<file path="src/rtl/lseu_ram.sv">
// lseu_ram: generic simple dual-port ram, one write port, one registered read port
// no dependencies
`default_nettype none

module lseu_ram #(
	parameter int WIDTH = 32,
	parameter int DEPTH = 16,
	localparam int AW = (DEPTH > 1) ? $clog2(DEPTH) : 1
) (
	input  wire logic             clk,
	input  wire logic             we,
	input  wire logic [AW-1:0]    waddr,
	input  wire logic [WIDTH-1:0] wdata,
	input  wire logic             re,
	input  wire logic [AW-1:0]    raddr,
	output logic      [WIDTH-1:0] rdata
);

	logic [WIDTH-1:0] mem_q [DEPTH];

	always_ff @(posedge clk) begin
		if (we) begin
			mem_q[waddr] <= wdata;
		end
		if (re) begin
			rdata <= mem_q[raddr];
		end
	end

endmodule

`default_nettype wire

</file>
<file path="config.mk">
export PLATFORM = sky130hd
export DESIGN_NAME = lseu_ram
export DESIGN_NICKNAME = d
export VERILOG_FILES = /design/src/rtl/lseu_ram.sv
export SDC_FILE = /design/constraint.sdc
export NUM_CORES = 1
export LEC_CHECK = 0
export BUFFER_PORTS_ARGS = -buffer_cell sky130_fd_sc_hd__buf_2
export CORE_MARGIN = 2
export CORE_UTILIZATION = 42
export DETAILED_ROUTE_END_ITERATION = 8
export SETUP_SLACK_MARGIN = 0.2
export SLEW_MARGIN = 25
export SYNTH_ARGS = -nofsm -noshare
export SYNTH_HDL_FRONTEND = slang
export SYNTH_SLANG_ARGS = --single-unit
export TNS_END_PERCENT = 20
</file>
<file path="constraint.sdc">
create_clock -name clk -period 7.8 [get_ports clk]
set_clock_uncertainty 0.1 [all_clocks]
set_input_delay 0 -clock clk [delete_from_list [all_inputs] [get_ports clk]]
set_output_delay 0 -clock clk [all_outputs]
set_load 0.05 [all_outputs]
</file>
Word-level counts from Yosys, hierarchy flattened. Memory sizes are Yosys's and may differ from the RTL's. A register that Yosys moved wholly into a read port is not among the register bits. Cells that the tools add are included.

Logic and storage cells: 3. Bits of input ports: 43. Memory bits (writable): 512. Output and inout port bits: 32. Bits in registers: 0. Memories: 1.

Memory list: mem_q (words 16, width 32, rd ports 1, clocked after Yosys merged registers in 1, wr ports 1, RTL line 19) `logic [WIDTH-1:0] mem_q [DEPTH];`.

Mux-type cells: 2.

Operators with widths (count): 1-bit 2-to-1 mux (2).

Longest topological paths before layout.
Word-level depth: 2. Mapped depth: 5. Mapped depth without buffers: 3.

Worst setup path after synthesis. OpenSTA, ideal clock, no wires.

Path type: input to register. Start: input waddr[2]. End: memory mem_q[0][0] (enable). Slack: 4520 ps. Buffers on the path: 0. Data arrival time: 2718 ps. Stages: 2. Required time: 7239 ps. Path through: or3b_2 > nor3_1.

RTL lines: from (decl) (RTL line 12) `input wire logic [AW-1:0] waddr,`; to (decl) (RTL line 19).

Straight into the memory's write port.

==> key figures <==
Status
  • Result of the run: completed

Timing
  • Slew at the pin closest to its max-slew limit: 1.04 ns
  • Fraction of the cycle the final worst path needs: 29.2%
  • Hold slack: 0.0221 ns
  • Normalized max-slew margin: 30.6%
  • Final setup violation count: 0
  • Total negative setup slack: 0 ns
  • Smallest setup slack after layout: 5.52 ns
  • Slew Limit Fails: 0
  • Setup repair after global routing missed its margin: no
  • Fmax: 0.439 GHz
  • Final worst path period need: 2.28 ns
  • Hold Violations, Final: 0

Worst setup path
  • Worst reg2reg startpoint: mem_q[2][19]$_DFFE_PP_
  • Type of destination of the critical path: flop
  • Startpoint type of the worst setup path: input port
  • Startpoint-to-endpoint class of the critical path: input port to flop
  • Worst r2r dst: rdata[19]$_DFFE_PP_
  • Maximum fanout count along the critical path: 68
  • WP data arrival: 2.50 ns
  • Worst endpoint required time: 8.03 ns
  • Slack of the worst reg-to-reg path: 6.27 ns
  • Depth of the worst register-to-register path: 3

Logic synthesis
  • Yosys cell types: 17
  • Area fraction in compound gates after synthesis: 2.38%
  • Mean instance size in the synthesized netlist: 24.1 sq um
  • Adder-Cell Fraction of Synth Area: 0%
  • Most common library cells after synthesis: sky130_fd_sc_hd__edfxtp_1 (544), sky130_fd_sc_hd__mux4_2 (128), sky130_fd_sc_hd__a22oi_1 (64), sky130_fd_sc_hd__nand2_1 (33), sky130_fd_sc_hd__clkbuf_1 (17)
  • Area of the mapped netlist: 20200 sq um
  • Post-synthesis async set-or-reset flop share: 0%
  • Count leader, synth: sky130_fd_sc_hd__edfxtp_1
  • Portion of synthesized cell area occupied by the leading cell type: 81.0%
  • Total of flip-flops plus latches after synthesis: 544
  • Leading cell types by total area after synthesis: sky130_fd_sc_hd__edfxtp_1 (81%), sky130_fd_sc_hd__mux4_2 (14%), sky130_fd_sc_hd__a22oi_1 (2.4%)
  • Fraction of the mapped netlist area in simple logic gates: 1.25%
  • Most area-hungry cell type in the Yosys netlist: sky130_fd_sc_hd__edfxtp_1
  • Synth warn: 0
  • Synthesized Nets: 881
  • Number of flops mapped to enable cells by yosys: 544
  • Dominant combinational cell family by area after synthesis: multiplexers
  • Synth Flop Type: sky130_fd_sc_hd__edfxtp_1
  • Proportion of synthesized area in mux cells: 14.3%
  • Xor-xnor portion of the synthesized cell area: 0%
  • Sequential share of the synthesized area: 81.0%
  • Synthesized netlist cell count: 838

Routing
  • Number of design-rule violations left by the first detailed-router iteration: 1007
  • Via count: 9351
  • Via-per-instance ratio: 5.69
  • Wire length after detailed routing: 45000 microns
  • Average detailed-routed wire length per instance: 27.4 microns
  • Remaining antenna violation count after routing: 0
  • DR DRC count: 0
  • Detailed Routing Iterations Pass 1: 5

Cells and area
  • Fill cell total of the finished layout: 3781
  • Area Overhead vs Synth: 16.4%
  • Layout cells sized above 1: 31.5%
  • Final standard cell utilization of the core: 49.4%
  • Nets: 1031

Clocking
  • Max Root-Sink Buffers: 3
  • Clk slew on worst S/H paths: 0.06 ns
  • H-Tree Depth: 2
  • Hold buffer count at cts: 36
  • Cts bufs inserted: 54
  • CTS tree: built
  • Clock insertion delay at the later pin of the skew report: 0.59 ns
  • CTS Root Buffer Type: sky130_fd_sc_hd__clkbuf_16
  • Count of cells resized by post-cts repair: 0
  • Number of buffers inserted by post-CTS setup repair: 0
  • Clock sink count: 544

Place
  • Worst slack at placement: 4.94 ns
  • RePlAce Congestion: 0.704
  • Number of port buffers: 74
  • Post-DP HPWL: 22800 microns

Global route
  • Wire length of the first global-routing pass: 65900 microns
  • Antenna violations before repair: 3
  • Via count of the first global-routing pass: 9616
  • Remaining global-route overflow: 0
  • GRT Util Overall: 18.4%
  • Maximum number of pins on one net before global-route repair: 69

Floorplan
  • Die outline area: 49800 sq um
  • Die height: 223 microns
  • Horiz. Die Dim: 223 microns
  • Starting Density: 42.4%
  • I/O pin cnt: 75
  • Number of standard-cell rows in the floorplan: 80
  • Placeable core area: 47500 sq um

Pwr
  • Sequential fraction of design power: 54.1%
  • Leakage power of the design: 7.49 nW
  • Part of the power in the clock network: 40.3%
  • Maximum resistive drop on vdd: 0.000160 V
  • Switching portion of total power: 20.9%
  • Int Pwr: 4.84 mW
  • Combinational share of power: 5.6%
  • Cell Pwr Density: 261 nW/um^2
  • Tot Pwr: 6.12 mW
  • Switching power total: 1.28 mW

Hold path
  • Hold Path End: rdata[3]$_DFFE_PP_
  • HP Start: re
  • Worst hold stages: 2
  • Min-delay worst type: input port to flop

Flow run
  • Number of maximum-capacitance violations: 0
## power by group through the flow
stage          combinational, mW  sequential [mW]  clock, mW
2_1_floorplan              0.157             3.42          0
3_5_place_dp               0.331             3.38          0
6_report                   0.342             3.31       2.47
3_3_place_gp               0.326             3.37          0
5_1_grt                    0.367             3.32       2.63
4_1_cts                    0.347             3.31       2.52
## placed cells by master (no fill, tap or decap)
| cell | count |
|---|---|
| sky130_fd_sc_hd__diode_2 | 1 |
| sky130_fd_sc_hd__dlygate4sd3_1 | 36 |
| sky130_fd_sc_hd__nand3_1 | 1 |
| sky130_fd_sc_hd__and2_2 | 1 |
| sky130_fd_sc_hd__clkinv_4 | 2 |
| sky130_fd_sc_hd__buf_2 | 72 |
| sky130_fd_sc_hd__nor3_2 | 3 |
| sky130_fd_sc_hd__a22oi_1 | 64 |
| sky130_fd_sc_hd__nor3_4 | 1 |
| sky130_fd_sc_hd__edfxtp_1 | 544 |
| sky130_fd_sc_hd__nand2_1 | 33 |
| sky130_fd_sc_hd__or3b_2 | 1 |
| sky130_fd_sc_hd__nor2b_4 | 2 |
| sky130_fd_sc_hd__mux4_2 | 128 |
| sky130_fd_sc_hd__clkbuf_16 | 57 |
| sky130_fd_sc_hd__clkbuf_8 | 1 |
| sky130_fd_sc_hd__nand2b_1 | 2 |
| sky130_fd_sc_hd__clkinvlp_4 | 2 |
| sky130_fd_sc_hd__nor2_4 | 13 |
| sky130_fd_sc_hd__bufinv_16 | 3 |
| sky130_fd_sc_hd__clkinv_2 | 9 |
| sky130_fd_sc_hd__buf_4 | 27 |
| sky130_fd_sc_hd__clkinv_1 | 11 |
| sky130_fd_sc_hd__nand3b_1 | 2 |
| sky130_fd_sc_hd__clkbuf_1 | 11 |
| sky130_fd_sc_hd__buf_6 | 1 |
## per-stage QoR
stage | instances | area (sq um)
floorplan | 838 | 20200
global placement | 1511 | 21400
detailed placement | 1511 | 21400
CTS | 1642 | 23500
global route | 1643 | 23500
finish | 1643 | 23500
## cells by family after synthesis
family,after synthesis
flip-flops,544
AND/OR/NAND/NOR,59
AO/OA/AOI/OAI,64
multiplexers,128
buffers and inverters,43
## worst max-delay path by stage
| stage | startpoint | to | slack (ns) | cells past startpoint |
|---|---|---|---|---|
| floorplan | waddr[2] | mem_q[0][0]$_DFFE_PP_ | 4.52 | 2 |
| global placement | raddr[1] | rdata[19]$_DFFE_PP_ | 4.93 | 5 |
| detailed placement | raddr[1] | rdata[14]$_DFFE_PP_ | 4.94 | 5 |
| CTS | raddr[1] | rdata[14]$_DFFE_PP_ | 5.54 | 5 |
| global route | raddr[1] | rdata[14]$_DFFE_PP_ | 5.44 | 5 |
| finish | raddr[1] | rdata[19]$_DFFE_PP_ | 5.52 | 5 |
## worst max-delay path, stage by stage
cell	delay [ns]
sky130_fd_sc_hd__buf_4	0.71
sky130_fd_sc_hd__buf_4	0.94
sky130_fd_sc_hd__mux4_2	0.41
sky130_fd_sc_hd__a22oi_1	0.27
sky130_fd_sc_hd__nand2_1	0.09
## cell type report
| class | count | area (sq um) | share of cell area [%] |
|---|---|---|---|
| diodes | 1 | 2.50 | 0.0107 |
| clock buffers | 68 | 1470 | 6.25 |
| flip-flops and latches | 544 | 16300 | 69.5 |
| well taps | 615 | 769 | 3.28 |
| multi-input cells | 251 | 3760 | 16.0 |
| repair buffers | 137 | 948 | 4.04 |
| clock inverters | 27 | 209 | 0.890 |
## sequential cells by signal, summed over array words and instances, names as in the netlist
signal and count:
mem_q 512, rdata 32
## layer usage
layer / GRT usage (%) / vias to the layer above / wire, microns
li1: - / 3908 / -
met1: 26.6 / 5020 / 19400
met2: 28.7 / 349 / 21300
met3: 4.07 / 70 / 3440
met4: 5.00 / 4 / 806
met5: 0 / - / 23
Note: power is estimated with default switching activity, not from simulation.
