File: src/rtl/lseu_pkg.sv
// lseu_pkg: shared types, codes and constants of the load/store execute unit
// used by lseu_alu and load_store_execute_unit; no dependencies
`default_nettype none

package lseu_pkg;

	localparam int DATA_W = 32;
	localparam int PC_W   = 11;
	localparam int IDX_W  = 4;
	localparam int TGT_W  = 10;
	localparam int OP_W   = 5;
	localparam int IN_W   = 96;
	localparam int OUT_W  = 48;

	localparam int REG_COUNT_DEF     = 10;
	localparam int MEMORY_WORDS_DEF  = 256;
	localparam int PROGRAM_LINES_DEF = 1024;

	typedef enum logic [OP_W-1:0] {
		OP_NOP = 5'd0,
		OP_MOV = 5'd1,
		OP_ADD = 5'd2,
		OP_SUB = 5'd3,
		OP_LSL = 5'd4,
		OP_LSR = 5'd5,
		OP_LDR = 5'd6,
		OP_STR = 5'd7,
		OP_CMP = 5'd8,
		OP_B   = 5'd9,
		OP_BEQ = 5'd10,
		OP_BNE = 5'd11,
		OP_BLT = 5'd12,
		OP_BLE = 5'd13,
		OP_BGT = 5'd14,
		OP_BGE = 5'd15,
		OP_RET = 5'd16
	} op_t;

	typedef enum logic [1:0] {
		ST_RUN   = 2'd0,
		ST_RET   = 2'd1,
		ST_FAULT = 2'd2,
		ST_PAST  = 2'd3
	} status_t;

	localparam logic [1:0] CMP_EQ = 2'b00;
	localparam logic [1:0] CMP_GT = 2'b01;
	localparam logic [1:0] CMP_LT = 2'b11;

	typedef struct packed {
		logic [DATA_W-1:0] value;
		logic [1:0]        cmp;
	} alu_res_t;

endpackage

`default_nettype wire

File: src/rtl/lseu_alu.sv
// lseu_alu: register/immediate arithmetic, shifts and signed compare
// depends on lseu_pkg
`default_nettype none

module lseu_alu (
	input  wire lseu_pkg::op_t                 op,
	input  wire logic [lseu_pkg::DATA_W-1:0]   a,
	input  wire logic [lseu_pkg::DATA_W-1:0]   b,
	output lseu_pkg::alu_res_t                 res
);

	always_comb begin
		unique case (op)
			lseu_pkg::OP_MOV: res.value = a;
			lseu_pkg::OP_ADD: res.value = a + b;
			lseu_pkg::OP_SUB: res.value = a - b;
			lseu_pkg::OP_LSL: res.value = a << b[4:0];
			lseu_pkg::OP_LSR: res.value = $unsigned($signed(a) >>> b[4:0]);
			default:          res.value = '0;
		endcase
		if ($signed(a) < $signed(b)) begin
			res.cmp = lseu_pkg::CMP_LT;
		end else if ($signed(a) > $signed(b)) begin
			res.cmp = lseu_pkg::CMP_GT;
		end else begin
			res.cmp = lseu_pkg::CMP_EQ;
		end
	end

endmodule

`default_nettype wire

File: config.mk
export PLATFORM = sky130hd
export DESIGN_NAME = lseu_alu
export DESIGN_NICKNAME = d
export VERILOG_FILES = /design/src/rtl/lseu_pkg.sv /design/src/rtl/lseu_alu.sv
export SDC_FILE = /design/constraint.sdc
export NUM_CORES = 1
export LEC_CHECK = 0
export BUFFER_PORTS_ARGS = -buffer_cell sky130_fd_sc_hd__buf_2
export CAP_MARGIN = 20
export CORE_ASPECT_RATIO = 1.4
export CORE_UTILIZATION = 50
export DETAILED_ROUTE_END_ITERATION = 6
export PLACE_DENSITY = 0.71
export SLEW_MARGIN = 25
export SYNTH_ARGS = -nofsm -noshare
export SYNTH_HDL_FRONTEND = slang
export SYNTH_SLANG_ARGS = --single-unit
File: constraint.sdc
create_clock -name vclk -period 12.15
set_input_delay 2.43 -clock vclk [all_inputs]
set_output_delay 2.43 -clock vclk [all_outputs]
set_load 0.005 [all_outputs]
=== After elaboration in Yosys (flattened, before gate mapping) ===
Cells that the tools add are included.

* Input bits: 69
* Memory bits (read-only): 0
* Bits in registers: 0
* Memory bits (writable): 0
* Memories kept: 0
* Output and inout port bits: 34
* Word-level logic and storage cells: 14
* Bits in latches: 0

* Muxes and demuxes: 3
* Equality and inequality tests: 5
* Bitwise operators: 0
* Div/mod/pow operators: 0
* Shift-type cells: 2
* Add/sub/neg operators: 2
* Reduce and logical (&&, ||, !) cells: 0
* Multiply operators: 0
* $lt $le $gt $ge: 2

{| class="wikitable"
|+ Operators with widths
! kind !! number
|-
| $pmux W32 S5 || 1
|-
| $add A32 B32 Y32 || 1
|-
| $gt A32 B32 Y1 || 1
|-
| $lt A32 B32 Y1 || 1
|-
| $shl A32 B5 Y32 || 1
|-
| $sshr A32 B5 Y32 || 1
|-
| $sub A32 B32 Y32 || 1
|-
| $eq A5 B2 Y1 const B || 2
|-
| $eq A5 B3 Y1 const B || 2
|-
| $eq A5 B1 Y1 const B || 1
|-
| $mux W2 || 1
|-
| $mux W1 || 1
|}

=== Longest topological paths before layout ===
* Word-level depth: 3
* Gate-level depth with buffers: 16
* Depth with buffers taken out: 12

=== Least setup slack after synthesis ===
No wires, ideal clock.

* Path type: input -> output
* Start: in b[2] in the netlist's numbering
* End: out res[28] in the netlist's numbering
* Setup slack: 3819 ps
* Cell stages on the path: 16
* Data arrival time: 5901 ps
* Required time: 9720 ps
* Buffers on the path: 5
* Path through: buf_2 > buf_2 > clkinv_1 > buf_2 > buf_2 > buf_2 > ha_1 > nor2_2 > o311a_4 > o311a_1 > or4_1 > a21oi_1 > o21ai_1 > a22oi_2 > xnor2_1 > a211o_1

{| class="wikitable"
|+ RTL lines
! element !! line !! RTL
|-
| start: declaration || lseu_alu.sv:8 || <nowiki>input wire logic [lseu_pkg::DATA_W-1:0] b,</nowiki>
|-
| end: declaration || lseu_alu.sv:9 || <nowiki>output lseu_pkg::alu_res_t res</nowiki>
|}

==> metrics.md <==
| Metric | Value |
|---|---|
| Outcome | `finished clean` |
| Pre-Repair DR Iteration Count | `7` |
| Post-cts sizing count | `0` |
| Max-Cap Viols | `0` |
| HPWL Detailed | `~23000 um` |
| GP Congestion | `a little over 1` |
| Critical path peak fanout | `26` |
| Core Area | `around 14000 sq um` |
| Starting Density | `0.5126` |
| ANT nets after route | `0` |
| Largest net degree at the start of global routing | `75` |
| Synth-to-layout area growth | `6.708%` |
| Post-synthesis sequential area ratio | `0` |
| Yosys top cell area share | `0.1098` |
| WHS | `5.357 ns` |
| Pre-CTS WS | `between 3 and 4 ns` |
| Pins Over Slew Limit | `0` |
| Global-route wire length before repair | `approximately 46000 um` |
| Rows | `52` |
| Worst Tran Pin Value | `between 0.8 and 0.9 ns` |
| PnR worst setup slack | `between 3 and 4 ns` |
| PwrDens | `between 40 and 50 nW/um^2` |
| Bufs and invs on worst path | `4` |
| I/O pin count | `about 100` |
| Cts hold-fix bufs | `0` |
| Layout fillers | `1551` |
| Worst VDD drop | `0.02315 mV` |
| Slowest cell on crit path | `or4b_1` |
| Min Clock Period, post-route | `9.022 ns` |
| Number of global-route vias before repair | `around 8400` |
| DRC viols | `0` |
| Hold Path Class | `input port to output port` |
| Die area | `between 15000 and 20000 sq um` |
| Leading area contributor after synthesis | `ha_1` |
| Die height | `146.0 um` |
| Grt total ovfl | `0` |
| Clock buffer count | `0` |
| Post-synthesis simple-gate area fraction | `0.2183` |
| Hold EP | `res[2]` |
| Syn Nets | `~1300` |
| Crit share post-route | `0.7425` |
| Hold path depth | `4` |
| Ys Warns | `0` |
| Initial antenna violation count | `0` |
| Crit end category | `output port` |
| Fmax | `between 100 and 150 MHz` |
| Critical path cell sequence | `buf_2 -> inv_1 -> ha_1 -> inv_1 -> a221oi_1 -> a21oi_1 -> a211oi_1 -> o41ai_1 -> o21ai_0 -> xnor2_1 -> nor3_1 -> or4b_1 -> buf_2` |
| Cells after Synth | `1121` |
| Static leakage | `3.435 nW` |
| All-layer global routing usage | `0.3813` |
| WP data arrival | `between 6 and 7 ns` |
| Hold Crit Start | `a[0]` |
| Max transition margin | `0.4358` |
| Post CTS Setup Buffer Count | `0` |
| Post-Place Cells | `approximately 1300` |
| CP peak stage delay | `approximately 0.56 ns` |
| Most frequent cells in the layout | `nor2_1, o21ai_0, a21oi_1` |
| Fin. Hold Viols | `0` |
| Diode count | `0` |
| Setup TNS Final | `0 ns` |
| Crit path kind | `input port to output port` |
| Distinct cells, synth | `just over 70` |
| # setup viols final | `0` |
| DR iter-0 viols | `around 1000` |
| Via count | `9137` |
| Mux cell area share after synthesis | `0.1931` |
| Share of layout cells above drive strength 1 | `0.1557` |
| Worst EP required | `9.72 ns` |
| Port Buf Inserts | `roughly 100` |
| RSZ-0062 raised after global routing | `false` |
| Synth Area in Adders | `0.1152` |
| Commonest non-fill, non-tap cell in the layout | `nor2_1` |
| Crit path launch type | `input port` |
| Chip Width | `between 100 and 150 um` |
| Register area | `0 sq um` |
| Synthesized cell area | `roughly 7400 sq um` |
| Vias/cell | `6.824` |
| Top delay family on crit path | `compound AO/OA/AOI/OAI gates` |
| Avg Inst Size Synth | `6.605 sq um` |
| Largest family of logic cells by synthesized area | `compound AO/OA/AOI/OAI gates` |
| Seq Cell Count | `0` |
| Post-Synth XOR/XNOR Area | `0.03430` |
| Final net count | `approximately 1300` |
| Synth Area in Compound Gates | `0.3576` |
| Largest cells by area after synthesis | `ha_1, mux2i_1, o21ai_0` |
| Area of the multi-input gates | `between 6000 and 7000 sq um` |
| Wire per inst | `22.24 um` |
| Final instance count without filler cells | `approximately 1300` |
| Total Wirelength | `between 20000 and 30000 um` |
cells by family after synthesis:
group           Yosys count
buf+inv                 154
simple gates            345
compound gates          416
xor+xnor                 29
fa+ha+maj                67
mux                     110
worst max-delay path by stage:
| stage | startpoint | end | slack (ns) | cells past startpoint |
|---|---|---|---|---|
| after floorplan | b[2] | res[28] | 3.82 | 16 |
| after global placement | b[4] | res[29] | 3.32 | 13 |
| after detailed placement | b[4] | res[29] | 3.22 | 13 |
| after CTS | b[4] | res[29] | 3.22 | 13 |
| after global routing | b[4] | res[29] | 2.84 | 13 |
| final | b[4] | res[29] | 3.13 | 13 |
layout make-up:
class,instances,area share
inverter,68,0.03230
tap,189,0.02993
timing repair buffer,115,0.07696
multi-input combinational,967,0.8608
synthesized netlist by cell type (all sizes together) (8+ instances only):
| library cell | count |
|---|---|
| o21bai | 13 |
| nor2b | 12 |
| nand2 | 70 |
| mux2 | 23 |
| or3 | 8 |
| mux2i | 63 |
| ha | 65 |
| a211oi | 11 |
| buf | 36 |
| nand2b | 23 |
| o31ai | 13 |
| o221ai | 9 |
| nand3 | 13 |
| a31oi | 11 |
| a222oi | 10 |
| o21ai | 125 |
| nor3 | 33 |
| a21oi | 108 |
| mux4 | 24 |
| xnor2 | 26 |
| o211ai | 28 |
| clkbuf | 50 |
| inv | 66 |
| a21o | 17 |
| nor2 | 142 |
| a221oi | 12 |
routing by layer:
layer	global-route usage	share of wire
met1	0.5058	0.40
met2	0.6205	0.46
met3	0.03672	0.084
met4	0.1768	0.056
met5	0	0
power by group:
group | internal, W | leakage (nW) | total [W] | switching (W)
Sequential | 0 | 0 | 0 | 0
Combinational | 0.000143 | 3.43 | 0.000385 | 0.000242
Clock | 0 | 0 | 0 | 0
Total | 0.000143 | 3.43 | 0.000385 | 0.000242
per-stage QoR:
| step | power, W | util | area [sq um] |
|---|---|---|---|
| final | 0.0003853 | 0.5470 | 7901 |
| after global routing | 0.0004166 | 0.5470 | 7901 |
| after CTS | 0.0003752 | 0.5470 | 7901 |
| after detailed placement | 0.0003731 | 0.5470 | 7901 |
| after global placement | 0.0003739 | 0.5470 | 7901 |
| after floorplan | 0.0002596 | - | 7405 |
Note: power is estimated with default switching activity, not from simulation.
